<file path="config.mk">
export PLATFORM = sky130hd
export DESIGN_NAME = adaptive_local_mean_window_unit_flat
export DESIGN_NICKNAME = d
export VERILOG_FILES = /design/src/sv/almw_pkg.sv /design/src/sv/almw_ifs.sv /design/src/sv/almw_regs.sv /design/src/sv/almw_ctrl.sv /design/src/sv/almw_dp.sv /design/src/sv/adaptive_local_mean_window_unit.sv /design/src/flat_wrapper.sv
export SDC_FILE = /design/constraint.sdc
export NUM_CORES = 2
export LEC_CHECK = 0
export BUFFER_PORTS_ARGS = -buffer_cell sky130_fd_sc_hd__buf_2
export CAP_MARGIN = 0
export CORE_ASPECT_RATIO = 0.7
export CORE_MARGIN = 2
export CORE_UTILIZATION = 50
export CTS_BUF_LIST = sky130_fd_sc_hd__clkbuf_8 sky130_fd_sc_hd__clkbuf_16
export DETAILED_ROUTE_END_ITERATION = 8
export PLACE_DENSITY = 0.68
export SYNTH_ARGS = -nofsm -noshare
export SYNTH_HDL_FRONTEND = slang
export SYNTH_SLANG_ARGS = --single-unit
export TNS_END_PERCENT = 30
</file>
<file path="constraint.sdc">
create_clock -name clk -period 12.8 [get_ports clk]
set_input_delay 2.56 -clock clk [delete_from_list [all_inputs] [get_ports clk]]
set_output_delay 2.56 -clock clk [all_outputs]
set_load 0.005 [all_outputs]
</file>
<file path="src/sv/almw_pkg.sv">
// Package of the adaptive local mean window unit: sizes, register codes,
// and the command and status types between controller and datapath.
`default_nettype none
package almw_pkg;

	localparam int MAX_BASE_WINDOW = 16;
	localparam int RING_DEPTH      = 64;
	localparam int RING_AW         = $clog2(RING_DEPTH);
	localparam int NOISE_BACK      = 20;
	localparam int NOISE_FWD       = 19;
	localparam int MIN_DIST        = 4;
	localparam int LOOKAHEAD       = (2 * MAX_BASE_WINDOW > NOISE_FWD) ?
	                                 2 * MAX_BASE_WINDOW : NOISE_FWD;
	localparam int COUNT_MAX       = 127;

	localparam int Q_W     = 24;
	localparam int BASE_W  = 5;
	localparam int CNT_W   = 7;
	localparam int PEND_W  = $clog2(LOOKAHEAD + 1);
	localparam int WIN_W   = 6;
	localparam int J_W     = 7;
	localparam int POS_W   = 9;
	localparam int ACC_W   = 31;
	localparam int NCNT_W  = 6;
	localparam int T_W     = 18;
	localparam int NUM_W   = 31;
	localparam int DEN_W   = NCNT_W + 1;
	localparam int STEP_W  = 5;

	localparam int APB_DW  = 32;
	localparam int APB_AW  = 3;
	localparam int REG_IDX_BIT = 2;

	localparam logic REG_BASE_WINDOW     = 1'b0;
	localparam logic REG_ADAPTIVE_ENABLE = 1'b1;

	localparam logic [BASE_W-1:0] BASE_WINDOW_RESET = 5'd8;

	localparam logic signed [J_W-1:0] J_NOISE_LO = -(J_W'(NOISE_BACK));
	localparam logic signed [J_W-1:0] J_NOISE_HI = J_W'(NOISE_FWD);

	typedef struct packed {
		logic take;
		logic res_start;
		logic q_cap;
		logic scan_init_noise;
		logic scan_init_win;
		logic scan;
		logic nmul;
		logic ndiv_init;
		logic ndiv_step;
		logic md_init;
		logic md_step;
		logic load_out;
		logic dec_o;
		logic commit;
	} cmd_t;

	typedef struct packed {
		logic last;
		logic full;
		logic o_zero;
		logic adaptive;
		logic scan_last;
		logic ndiv_go;
		logic md_last;
		logic out_free;
	} status_t;

endpackage
`default_nettype wire

</file>
<file path="src/sv/almw_ifs.sv">
// Stream channel interfaces of the adaptive local mean window unit.
// Depends on almw_pkg for field widths.
`default_nettype none
interface almw_in_if import almw_pkg::*; ();
	logic valid;
	logic ready;
	logic [Q_W-1:0] sync_score;
	logic stream_end;

	modport source (output valid, output sync_score, output stream_end, input ready);
	modport sink (input valid, input sync_score, input stream_end, output ready);
endinterface

interface almw_out_if import almw_pkg::*; ();
	logic valid;
	logic ready;
	logic [Q_W-1:0] delayed_quality;
	logic [Q_W-1:0] window_avg;
	logic final_result;

	modport source (output valid, output delayed_quality, output window_avg,
		output final_result, input ready);
	modport sink (input valid, input delayed_quality, input window_avg,
		input final_result, output ready);
endinterface
`default_nettype wire

</file>
<file path="src/sv/almw_regs.sv">
// APB configuration registers: base window and adaptive enable.
// Depends on almw_pkg.
`default_nettype none
module almw_regs import almw_pkg::*; (
	input  logic              clk,
	input  logic              arst_n,
	input  logic              psel,
	input  logic              penable,
	input  logic              pwrite,
	input  logic [APB_AW-1:0] paddr,
	input  logic [APB_DW-1:0] pwdata,
	output logic [APB_DW-1:0] prdata,
	output logic              pready,
	output logic [BASE_W-1:0] base_window,
	output logic              adaptive_enable
);

	logic [BASE_W-1:0] base_q;
	logic              adapt_q;
	logic              wr_en;

	assign pready = 1'b1;
	assign wr_en  = psel && penable && pwrite;

	always_ff @(posedge clk or negedge arst_n) begin
		if (!arst_n) begin
			base_q  <= BASE_WINDOW_RESET;
			adapt_q <= 1'b0;
		end else if (wr_en) begin
			unique case (paddr[REG_IDX_BIT])
				REG_BASE_WINDOW:     base_q  <= pwdata[BASE_W-1:0];
				REG_ADAPTIVE_ENABLE: adapt_q <= pwdata[0];
				default:             base_q  <= base_q;
			endcase
		end
	end

	always_comb begin
		unique case (paddr[REG_IDX_BIT])
			REG_BASE_WINDOW:     prdata = APB_DW'(base_q);
			REG_ADAPTIVE_ENABLE: prdata = APB_DW'(adapt_q);
			default:             prdata = '0;
		endcase
	end

	assign base_window     = base_q;
	assign adaptive_enable = adapt_q;

endmodule
`default_nettype wire

</file>
<file path="src/sv/almw_ctrl.sv">
// Sequencer of the adaptive local mean window unit: issues datapath commands
// per score and per result. Depends on almw_pkg.
`default_nettype none
module almw_ctrl import almw_pkg::*; (
	input  logic    clk,
	input  logic    arst_n,
	input  logic    in_valid,
	output logic    in_ready,
	input  status_t st,
	output cmd_t    cmd
);

	localparam logic [4:0] S_IDLE   = 5'd0;
	localparam logic [4:0] S_DECIDE = 5'd1;
	localparam logic [4:0] S_QADDR  = 5'd2;
	localparam logic [4:0] S_QCAP   = 5'd3;
	localparam logic [4:0] S_NINIT  = 5'd4;
	localparam logic [4:0] S_NSCAN  = 5'd5;
	localparam logic [4:0] S_NDRAIN = 5'd6;
	localparam logic [4:0] S_NMUL   = 5'd7;
	localparam logic [4:0] S_NDINIT = 5'd8;
	localparam logic [4:0] S_NDIV   = 5'd9;
	localparam logic [4:0] S_WINIT  = 5'd10;
	localparam logic [4:0] S_WSCAN  = 5'd11;
	localparam logic [4:0] S_WDRAIN = 5'd12;
	localparam logic [4:0] S_MDINIT = 5'd13;
	localparam logic [4:0] S_MDIV   = 5'd14;
	localparam logic [4:0] S_OUT    = 5'd15;
	localparam logic [4:0] S_COMMIT = 5'd16;

	logic [4:0] state_q, state_d;

	always_ff @(posedge clk or negedge arst_n) begin
		if (!arst_n) begin
			state_q <= S_IDLE;
		end else begin
			state_q <= state_d;
		end
	end

	always_comb begin
		cmd      = '0;
		state_d  = state_q;
		in_ready = 1'b0;
		unique case (state_q)
			S_IDLE: begin
				in_ready = 1'b1;
				if (in_valid) begin
					cmd.take = 1'b1;
					state_d  = S_DECIDE;
				end
			end
			S_DECIDE: state_d = (st.last || st.full) ? S_QADDR : S_COMMIT;
			S_QADDR: begin
				cmd.res_start = 1'b1;
				state_d       = S_QCAP;
			end
			S_QCAP: begin
				cmd.q_cap = 1'b1;
				state_d   = st.adaptive ? S_NINIT : S_WINIT;
			end
			S_NINIT: begin
				cmd.scan_init_noise = 1'b1;
				state_d             = S_NSCAN;
			end
			S_NSCAN: begin
				cmd.scan = 1'b1;
				if (st.scan_last)
					state_d = S_NDRAIN;
			end
			S_NDRAIN: state_d = S_NMUL;
			S_NMUL: begin
				cmd.nmul = 1'b1;
				state_d  = S_NDINIT;
			end
			S_NDINIT: begin
				cmd.ndiv_init = 1'b1;
				state_d       = S_NDIV;
			end
			S_NDIV: begin
				if (st.ndiv_go)
					cmd.ndiv_step = 1'b1;
				else
					state_d = S_WINIT;
			end
			S_WINIT: begin
				cmd.scan_init_win = 1'b1;
				state_d           = S_WSCAN;
			end
			S_WSCAN: begin
				cmd.scan = 1'b1;
				if (st.scan_last)
					state_d = S_WDRAIN;
			end
			S_WDRAIN: state_d = S_MDINIT;
			S_MDINIT: begin
				cmd.md_init = 1'b1;
				state_d     = S_MDIV;
			end
			S_MDIV: begin
				cmd.md_step = 1'b1;
				if (st.md_last)
					state_d = S_OUT;
			end
			S_OUT: begin
				if (st.out_free) begin
					cmd.load_out = 1'b1;
					if (st.o_zero || !st.last) begin
						state_d = S_COMMIT;
					end else begin
						cmd.dec_o = 1'b1;
						state_d   = S_QADDR;
					end
				end
			end
			S_COMMIT: begin
				cmd.commit = 1'b1;
				state_d    = S_IDLE;
			end
			default: state_d = S_IDLE;
		endcase
	end

endmodule
`default_nettype wire

</file>
<file path="src/sv/almw_dp.sv">
// Datapath of the adaptive local mean window unit: score ring, run counters,
// neighbour scan, noise divider, rounding divider and result register.
// Depends on almw_pkg; driven by almw_ctrl.
`default_nettype none
module almw_dp import almw_pkg::*; (
	input  logic              clk,
	input  logic              arst_n,
	input  cmd_t              cmd,
	output status_t           st,
	input  logic [Q_W-1:0]    in_quality,
	input  logic              in_end,
	input  logic [BASE_W-1:0] base_window,
	input  logic              adaptive_enable,
	output logic              out_valid,
	input  logic              out_ready,
	output logic [Q_W-1:0]    out_quality,
	output logic [Q_W-1:0]    out_mean,
	output logic              out_final
);

	logic [Q_W-1:0]     ring [RING_DEPTH];
	logic [Q_W-1:0]     cur_q, rdata_q, dq_q;
	logic               last_q;
	logic [CNT_W-1:0]   c_q, recv_q;
	logic [RING_AW-1:0] wr_q, emit_q, raddr;
	logic [PEND_W-1:0]  pend_q, o_q;

	logic signed [J_W-1:0] j_q, end_q;
	logic                  mode_q, incl_s1, cur_sel_s1;
	logic signed [POS_W-1:0] j9, o9, pos9, d9;
	logic                  in_run, keep;

	logic signed [ACC_W-1:0] acc_q, add_val, acc_mag;
	logic [NCNT_W-1:0]       cnt_q;
	logic [Q_W-1:0]          v;
	logic signed [Q_W:0]     vext;
	logic [Q_W:0]            vmag;

	logic [BASE_W-1:0]   base_eff, ext_q;
	logic [WIN_W-1:0]    window;
	logic [T_W-1:0]      t_q, macc_q;
	logic [BASE_W+29-1:0] prod;

	logic               sign_q;
	logic [NUM_W-1:0]   num_q;
	logic [DEN_W-1:0]   den_q, rem_q;
	logic [STEP_W-1:0]  step_q;
	logic [DEN_W:0]     rtry;
	logic               ge;
	logic [Q_W-1:0]     qv, mean;
	logic               out_valid_q;

	assign base_eff = (base_window > BASE_W'(MAX_BASE_WINDOW)) ?
	                  BASE_W'(MAX_BASE_WINDOW) : base_window;
	assign window   = WIN_W'(base_eff) + WIN_W'(ext_q);

	assign j9     = POS_W'(j_q);
	assign o9     = $signed(POS_W'(o_q));
	assign pos9   = $signed(POS_W'(c_q)) - o9;
	assign d9     = o9 - j9;
	assign in_run = (j9 <= o9) && ((pos9 + j9) >= 0);
	assign keep   = mode_q ? ((j_q <= -MIN_DIST) || (j_q >= MIN_DIST)) : (j_q != 0);
	assign raddr  = cmd.res_start ? (wr_q - RING_AW'(o_q)) : (wr_q - d9[RING_AW-1:0]);

	assign v       = cur_sel_s1 ? cur_q : rdata_q;
	assign vext    = $signed({v[Q_W-1], v});
	assign vmag    = v[Q_W-1] ? unsigned'(-vext) : unsigned'(vext);
	assign add_val = mode_q ? ACC_W'(vext) : $signed(ACC_W'(vmag));
	assign acc_mag = acc_q[ACC_W-1] ? -acc_q : acc_q;
	assign prod    = base_eff * acc_q[28:0];

	assign rtry = {rem_q, num_q[NUM_W-1]};
	assign ge   = rtry >= {1'b0, den_q};
	assign qv   = num_q[Q_W-1:0];
	assign mean = (cnt_q == '0) ? '0 : (sign_q ? (~qv + 1'b1) : qv);

	assign st.last      = last_q;
	assign st.full      = pend_q >= PEND_W'(LOOKAHEAD);
	assign st.o_zero    = (o_q == '0);
	assign st.adaptive  = adaptive_enable;
	assign st.scan_last = (j_q == end_q);
	assign st.ndiv_go   = (cnt_q != '0) && (ext_q < base_eff) && (macc_q <= t_q);
	assign st.md_last   = (step_q == STEP_W'(NUM_W - 1));
	assign st.out_free  = !out_valid_q || out_ready;

	always_ff @(posedge clk) begin
		if (cmd.commit)
			ring[wr_q] <= cur_q;
		rdata_q <= ring[raddr];
	end

	always_ff @(posedge clk or negedge arst_n) begin
		if (!arst_n) begin
			recv_q      <= '0;
			emit_q      <= '0;
			pend_q      <= '0;
			incl_s1     <= 1'b0;
			out_valid_q <= 1'b0;
		end else begin
			incl_s1 <= cmd.scan && in_run && keep;
			if (cmd.load_out)
				out_valid_q <= 1'b1;
			else if (out_ready)
				out_valid_q <= 1'b0;
			if (cmd.commit) begin
				if (last_q) begin
					recv_q <= '0;
					pend_q <= '0;
					emit_q <= '0;
				end else begin
					if (pend_q >= PEND_W'(LOOKAHEAD))
						emit_q <= emit_q + 1'b1;
					else
						pend_q <= pend_q + 1'b1;
					if (recv_q < CNT_W'(COUNT_MAX))
						recv_q <= recv_q + 1'b1;
				end
			end
		end
	end

	always_ff @(posedge clk) begin
		cur_sel_s1 <= (d9 == 0);
		if (cmd.take) begin
			cur_q  <= in_quality;
			last_q <= in_end;
			c_q    <= recv_q;
			o_q    <= pend_q;
			wr_q   <= emit_q + RING_AW'(pend_q);
		end
		if (cmd.dec_o)
			o_q <= o_q - 1'b1;
		if (cmd.res_start)
			ext_q <= '0;
		if (cmd.q_cap)
			dq_q <= (o_q == '0) ? cur_q : rdata_q;

		if (cmd.scan_init_noise) begin
			j_q    <= J_NOISE_LO;
			end_q  <= J_NOISE_HI;
			mode_q <= 1'b0;
			acc_q  <= '0;
			cnt_q  <= '0;
		end else if (cmd.scan_init_win) begin
			j_q    <= -$signed(J_W'(window));
			end_q  <= $signed(J_W'(window));
			mode_q <= 1'b1;
			acc_q  <= '0;
			cnt_q  <= '0;
		end else begin
			if (cmd.scan)
				j_q <= j_q + 1'b1;
			if (incl_s1) begin
				acc_q <= acc_q + add_val;
				cnt_q <= cnt_q + 1'b1;
			end
		end

		if (cmd.nmul)
			t_q <= prod[BASE_W+29-1:16];
		if (cmd.ndiv_init) begin
			ext_q  <= '0;
			macc_q <= T_W'(cnt_q);
		end else if (cmd.ndiv_step) begin
			ext_q  <= ext_q + 1'b1;
			macc_q <= macc_q + T_W'(cnt_q);
		end

		if (cmd.md_init) begin
			sign_q <= acc_q[ACC_W-1];
			num_q  <= {acc_mag[NUM_W-2:0], 1'b0} + NUM_W'(cnt_q);
			den_q  <= {cnt_q, 1'b0};
			rem_q  <= '0;
			step_q <= '0;
		end else if (cmd.md_step) begin
			rem_q  <= ge ? DEN_W'(rtry - {1'b0, den_q}) : rtry[DEN_W-1:0];
			num_q  <= {num_q[NUM_W-2:0], ge};
			step_q <= step_q + 1'b1;
		end

		if (cmd.load_out) begin
			out_quality <= dq_q;
			out_mean    <= mean;
			out_final   <= last_q && (o_q == '0);
		end
	end

	assign out_valid = out_valid_q;

endmodule
`default_nettype wire

</file>
<file path="src/sv/adaptive_local_mean_window_unit.sv">
// Adaptive local mean window unit: a score that gives no result passes only the
// take, decide and commit states; each result takes longer with the base window w
// and, in adaptive mode, with the window extension e (up to 16), set by the single
// ring read port walking the neighbours and the 31-step rounding divider.
// A final score gives all pending results and its own one after another.
// Reset (arst_n low): counters and out_valid cleared; ring and result data undefined.
`default_nettype none
module adaptive_local_mean_window_unit import almw_pkg::*; (
	input  logic              clk,
	input  logic              arst_n,
	input  logic              psel,
	input  logic              penable,
	input  logic              pwrite,
	input  logic [APB_AW-1:0] paddr,
	input  logic [APB_DW-1:0] pwdata,
	output logic [APB_DW-1:0] prdata,
	output logic              pready,
	almw_in_if.sink           scores,
	almw_out_if.source        results
);

	logic [BASE_W-1:0] base_window;
	logic              adaptive_enable;
	cmd_t              cmd;
	status_t           st;

	almw_regs u_regs (
		.clk             (clk),
		.arst_n          (arst_n),
		.psel            (psel),
		.penable         (penable),
		.pwrite          (pwrite),
		.paddr           (paddr),
		.pwdata          (pwdata),
		.prdata          (prdata),
		.pready          (pready),
		.base_window     (base_window),
		.adaptive_enable (adaptive_enable)
	);

	almw_ctrl u_ctrl (
		.clk      (clk),
		.arst_n   (arst_n),
		.in_valid (scores.valid),
		.in_ready (scores.ready),
		.st       (st),
		.cmd      (cmd)
	);

	almw_dp u_dp (
		.clk             (clk),
		.arst_n          (arst_n),
		.cmd             (cmd),
		.st              (st),
		.in_quality      (scores.sync_score),
		.in_end          (scores.stream_end),
		.base_window     (base_window),
		.adaptive_enable (adaptive_enable),
		.out_valid       (results.valid),
		.out_ready       (results.ready),
		.out_quality     (results.delayed_quality),
		.out_mean        (results.window_avg),
		.out_final       (results.final_result)
	);

endmodule
`default_nettype wire

</file>
<file path="src/flat_wrapper.sv">
// flat-port wrapper written by rule: the top's interface ports become plain ports
module adaptive_local_mean_window_unit_flat import almw_pkg::*;
  (clk, arst_n, psel, penable, pwrite, paddr, pwdata, prdata, pready, scores_valid, scores_sync_score, scores_stream_end, scores_ready, results_valid, results_delayed_quality, results_window_avg, results_final_result, results_ready);
  almw_in_if scores_i ();
  almw_out_if results_i ();
  input  logic clk;
  input  logic arst_n;
  input  logic psel;
  input  logic penable;
  input  logic pwrite;
  input  logic [APB_AW-1:0] paddr;
  input  logic [APB_DW-1:0] pwdata;
  output logic [APB_DW-1:0] prdata;
  output logic pready;
  input wire logic [$bits(scores_i.valid)-1:0] scores_valid;
  input wire logic [$bits(scores_i.sync_score)-1:0] scores_sync_score;
  input wire logic [$bits(scores_i.stream_end)-1:0] scores_stream_end;
  output wire logic [$bits(scores_i.ready)-1:0] scores_ready;
  output wire logic [$bits(results_i.valid)-1:0] results_valid;
  output wire logic [$bits(results_i.delayed_quality)-1:0] results_delayed_quality;
  output wire logic [$bits(results_i.window_avg)-1:0] results_window_avg;
  output wire logic [$bits(results_i.final_result)-1:0] results_final_result;
  input wire logic [$bits(results_i.ready)-1:0] results_ready;
  assign scores_i.valid = scores_valid;
  assign scores_i.sync_score = scores_sync_score;
  assign scores_i.stream_end = scores_stream_end;
  assign scores_ready = scores_i.ready;
  assign results_valid = results_i.valid;
  assign results_delayed_quality = results_i.delayed_quality;
  assign results_window_avg = results_i.window_avg;
  assign results_final_result = results_i.final_result;
  assign results_i.ready = results_ready;
  adaptive_local_mean_window_unit u_core (.clk(clk), .arst_n(arst_n), .psel(psel), .penable(penable), .pwrite(pwrite), .paddr(paddr), .pwdata(pwdata), .prdata(prdata), .pready(pready), .scores(scores_i), .results(results_i));
endmodule
</file>
# Word-level counts from Yosys, hierarchy flattened
# Memories as Yosys holds them, arrays and structs flattened. A register that Yosys moved wholly into a read port is not among the register bits.
# Index checks and enable logic that the tools add are counted.
dict set report totals {
  regBits 292
  mem_bits_rw 1536
  inputBits 67
  output_inout_bits 84
  wordCells 189
  memories 1
}
dict set report classes {
  addsub 23
  n_mul 1
  order_cmp 10
  n_eq_ne 25
  mux 59
  bitwise_logic 2
  n_reduce_logical 36
}
# name depth width rd rd_clocked_by_memory_dff write_ports line
set mem_list {}
lappend mem_list {u_core.u_dp.ring 64 24 1 1 1 almw_dp.sv:21} ;# logic [Q_W-1:0] ring [RING_DEPTH];
# operator n
set ops {}
lappend ops {{31-bit two-way mux} 3}
lappend ops {{5-bit one-hot mux with 16 select lines} 1}
lappend ops {{24-bit two-way mux} 3}
lappend ops {{32-bit one-hot mux with 2 select lines} 1}
lappend ops {{5-bit two-way mux} 11}
lappend ops {{6-bit two-way mux} 9}
lappend ops {{5-bit by 4-bit equality test with 1-bit output (second input constant)} 8}
lappend ops {{7-bit two-way mux} 5}
lappend ops {{5-bit by 29-bit multiplier with 34-bit output} 1}
lappend ops {{32-bit logical NOT} 1}
lappend ops {{32-bit nonzero test} 1}
lappend ops {{31-bit adder} 1}
lappend ops {{31-bit by 6-bit adder with 31-bit output} 1}
lappend ops {{30-bit two-way mux} 1}
lappend ops {{30-bit negator} 1}
lappend ops {{25-bit two-way mux} 1}
lappend ops {{24-bit negator with 25-bit output} 1}
lappend ops {{24-bit by 1-bit adder with 24-bit output (second input constant)} 1}
lappend ops {{24-bit inverter} 1}
lappend ops {{1-bit two-way mux} 21}
lappend ops {{5-bit by 3-bit equality test with 1-bit output (second input constant)} 4}
lappend ops {{18-bit by 6-bit adder with 18-bit output} 1}
lappend ops {{6-bit by 1-bit adder with 6-bit output (second input constant)} 3}
lappend ops {{18-bit less-or-equal comparator} 1}
lappend ops {{other kinds (39)} 74}

# Depth between registers and ports, before layout
dict set report depth {
  depth_word 9
  depth_mapped 25
  depth_no_buf 20
}

# Cells and area by module
# Synthesis repeated with hierarchy kept, for this count alone.
dict set report hier_totals {
  cells_unflattened 4758
  area_unflattened_um2 81972.4
}
# mod n_inst cells_each area_per_inst_um2 seq_area_each_um2
set by_module_without_submodules {}
lappend by_module_without_submodules {almw_dp 1 4630 80886.3 54126.9}
lappend by_module_without_submodules {almw_ctrl 1 79 573.0 125.1}
lappend by_module_without_submodules {almw_regs 1 49 513.0 151.4}

# Worst setup path after synthesis
# OpenSTA, ideal clock, no wires.
dict set report synth_timing {
  path_kind {input to register}
  start {input results_ready}
  end {register u_core.u_dp.o_q[3] (data pin)}
  setup_ns 0.271
  t_arrival_ns 5.873
  t_required_ns 12.529
  slack_ns 6.656
  stages 5
  n_path_buf 0
  path_cell_list {nand2b_1 > nor2b_1 > nand3b_1 > nand2_1 > o21ai_0}
}
dict set report synth_between {
  elab_chain_cells 4
}
# element line
set synth_rtl {}
lappend synth_rtl {{start: declaration} flat_wrapper.sv:23} ;# input wire logic [$bits(results_i.ready)-1:0] results_ready;
lappend synth_rtl {{1-bit logical OR} almw_dp.sv:84} ;# assign st.out_free = !out_valid_q || out_ready;
lappend synth_rtl {{2-bit two-way mux} almw_ctrl.sv:106} ;# if (st.out_free) begin
lappend synth_rtl {{2-bit two-way mux} almw_ctrl.sv:45} ;# unique case (state_q)
lappend synth_rtl {{6-bit two-way mux} almw_dp.sv:131} ;# if (cmd.dec_o)
lappend synth_rtl {{end signal: assignment} almw_dp.sv:128} ;# o_q <= pend_q;
lappend synth_rtl {{end signal: assignment} almw_dp.sv:132} ;# o_q <= o_q - 1'b1;
lappend synth_rtl {{end: declaration} almw_dp.sv:26} ;# logic [PEND_W-1:0] pend_q, o_q;
# No other way between the ends.
# A chain may end at the register's enable or synchronous reset.

# Worst setup path after layout
dict set report layout_timing {
  start {register u_core.u_ctrl.state_q[0]}
  end {register u_core.u_dp.rdata_q[2] (read register of u_core.u_dp.ring)}
}
dict set report layout_between {
  elab_chain_cells 3
}
# element line
set layout_rtl {}
lappend layout_rtl {{start: declaration} almw_ctrl.sv:31} ;# logic [4:0] state_q, state_d;
lappend layout_rtl {{start signal: assignment} almw_ctrl.sv:37} ;# state_q <= state_d;
lappend layout_rtl {{5-bit by 2-bit equality test with 1-bit output} almw_ctrl.sv:45}
lappend layout_rtl {{1-bit two-way mux} almw_ctrl.sv:45}
lappend layout_rtl {{6-bit two-way mux} almw_dp.sv:63} ;# assign raddr = cmd.res_start ? (wr_q - RING_AW'(o_q)) : (wr_q - d9[RING_AW-1:0]);
lappend layout_rtl {{end: declaration} almw_dp.sv:22} ;# logic [Q_W-1:0] cur_q, rdata_q, dq_q;
# No other way between the ends.

==> results.tsv <==
stage	metric	value	unit
cts	clock tree from TritonCTS	yes	
sta	RSZ-0062 raised after global routing	no	
finish	layout cell share with drive strength beyond 1	21.3	%
cts	clock tree buffer depth	3	
sta	Clock Skews	0.0477	ns
routing	# DRC	0	
logic_synthesis	Yosys reg bits	1852	
cts	clk sinks	1852	
sta	max_slew headroom	21.5	%
critical_path	Startpoint Class	register	
die	Core Region	161000	µm²
placed_design	number of port buffers	93	
logic_synthesis	Seq/Total Area, Yosys	66.8	%
logic_synthesis	Main synth FF type	edfxtp_1	
job	Max Cap Violations	0	
logic_synthesis	FFs w/ async S/R, synth	1.73	%
sta	Final TNS setup	0	ns
die	Die W	486	µm
sta	Hold Fails Final Rpt	0	
critical_path	critical path peak fanout	125	
die	initial core utilization	50.5	%
logic_synthesis	Post-synth top cells	edfxtp_1 (1715), mux4_2 (480), nor2_1 (264)	
cts	clock latency on the worst-skew pair	0.81	ns
die	Die Ht	342	µm
routing	vias post-DR	44020	
logic_synthesis	post-synth top area share	63.3	%
routing	Starting DRT DRC Count	6113	
placed_design	placed wire-length estimate	119000	µm
critical_path	crit path kind	register to register	
logic_synthesis	Synth cell types	85	
logic_synthesis	ranking of synthesized cells by area	edfxtp_1 (63%), mux4_2 (13%), dfxtp_1 (2.6%)	
die	num ports	151	
run_status	outcome	finished clean	
critical_path	Worst EP arrival	6.99	ns
logic_synthesis	Synth Cell Area	81400	µm²
logic_synthesis	Synth area leader	edfxtp_1	
sta	Tmin final	6.35	ns
cts	Post-CTS Setup Repair Bufs	0	
global_route	Total Routing Usage GR	24.1	%
die	die area	166000	µm²
sta	Max Fclk	157	MHz
logic_synthesis	Yosys warnings	0	
placed_design	GP Congestion	0.860	
logic_synthesis	Post-Synthesis Cells	4743	
cts	Root Buffer	clkbuf_16	
critical_path	worst path required time	13.43	ns
cts	H-tree levels	4	
routing	Antenna Nets Post-Route	0	
logic_synthesis	count leader, synth	edfxtp_1	
worst_hold_path	Hold Startpoint	u_core.u_dp.dq_q[3]	
routing	detailed-route wire length	199000	µm
cts	hold_buf cts	0	
critical_path	crit path launch	u_core.u_ctrl.state_q[0]	
routing	Via density	6.16	
die	Std-Cell Rows	123	
cts	Reg clk slew, reported paths	0.07	ns
finish	Final nets	5194	
cts	CTS resizes	0	
sta	Worst Tran Pin Value	1.17	ns
worst_hold_path	Hold Crit Class	register to register	
global_route	largest net degree at the start of global routing	126	
sta	setup violators final	0	
routing	first drt pass iteration count	5	
global_route	initial antenna violation count	8	
global_route	vias in the first global route	42465	
finish	number of fill cells	12218	
cts	Inserted Clock Buffers	171	
routing	wire per inst	27.9	µm
finish	Area Growth Syn to Fin	10.8	%
critical_path	worst r2r src	u_core.u_ctrl.state_q[0]	
logic_synthesis	Syn Area/Cell	17.2	µm²
critical_path	Setup crit end kind	register	
sta	Slew Viols, Final	0	
global_route	grt ovf	0	
sta	fin crit share	49.6	%
global_route	first-pass GRT wire length	292000	µm
logic_synthesis	EDFF count, synth	1715	
[metrics by stage]
stage                     hold slack, ns  setup slack [ns]  util, %  area, µm²  instances
after floorplan                    0.400              6.66        -      81500       4769
after global placement             0.404              6.41     52.6      84800       6830
after detailed placement           0.406              6.38     52.6      84800       6830
after CTS                          0.420              6.34     56.0      90200       7141
after global routing               0.426              5.91     56.0      90200       7141
final                              0.422              6.45     56.0      90200       7143
[final cells by class]
type                    instances  area [µm²]  area share, %
clock buffers                 181        4450           4.93
repair buffers                201        1350           1.50
multi-input cells            2466       25600           28.4
diodes                          2        5.00        0.00555
well taps                    2125        2660           2.95
inverters                     186         698          0.774
flip-flops and latches       1852       54400           60.3
clock inverters               130        1010           1.12
[flip-flops by register name, summed over array words and instances (netlist names), 18 cells and up]
register / flops
u_core.u_dp.ring: 1536
u_core.u_dp.num_q: 31
u_core.u_dp.out_quality: 24
u_core.u_dp.macc_q: 18
u_core.u_dp.out_mean: 24
u_core.u_dp.dq_q: 24
u_core.u_dp.cur_q: 24
u_core.u_dp.rdata_q: 24
u_core.u_dp.t_q: 18
u_core.u_dp.acc_q: 31
[layout by cell type (no fill, tap or decap), types with 102 or more instances in the layout]
master / n
xnor2_1: 106
ha_1: 159
edfxtp_1: 1715
dfxtp_1: 104
inv_1: 228
buf_4: 102
nor2_1: 200
clkbuf_16: 174
o21ai_0: 121
nand2_1: 200
mux4_2: 480
a21oi_1: 144
[final timing paths]
| kind | slack (ns) | to | cells after the start |
|---|---|---|---|
| setup / recovery | 6.45 | u_core.u_dp.rdata_q[2] | 12 |
| hold / removal | 0.42 | u_core.u_dp.out_quality[3] | 0 |
| setup reg to reg | 6.45 | u_core.u_dp.rdata_q[2] | 12 |
| hold reg to reg | 0.42 | u_core.u_dp.out_quality[3] | 0 |
| max in group asynchronous | 10.33 | u_core.u_dp.incl_s1 | 1 |
| min in group asynchronous | 1.87 | u_core.u_dp.recv_q[0] | 1 |
[routing by layer]
metal,GRT usage (%),up-vias,routed length (µm)
li1,-,18738,-
met1,38.9,22865,89000
met3,5.66,222,23000
met4,5.45,0,3620
met5,0,-,0
met2,33.0,2195,83600
[worst max-delay path, stage by stage, from the launching register on]
cell and delay [ns]:
dfrtp_1 0.59, nor3_1 0.44, nand2_1 0.45, a21oi_1 0.36, ha_4 0.16, inv_1 0.05, fa_4 0.77, buf_12 0.50
buf_4 0.71, mux4_2 0.43, mux4_2 0.63, a211oi_1 0.63, a21oi_1 0.13
[cells by family (layout without fill, tap and decap cells)]
family / Yosys count / count (layout) / synth area share [%]
XOR/XNOR: 201 / 201 / 2.16
other: 2 / 30 / 0.00922
flip-flops: 1852 / 1852 / 66.8
multiplexers: 591 / 591 / 14.7
buffers and inverters: 451 / 698 / 2.26
AND/OR/NAND/NOR: 888 / 888 / 5.46
AO/OA/AOI/OAI: 509 / 509 / 3.93
adder cells (fa/ha/maj): 249 / 249 / 4.65
Power is not shown: default switching activity piles up to over one toggle a cycle in this logic, so the estimate is an artifact.
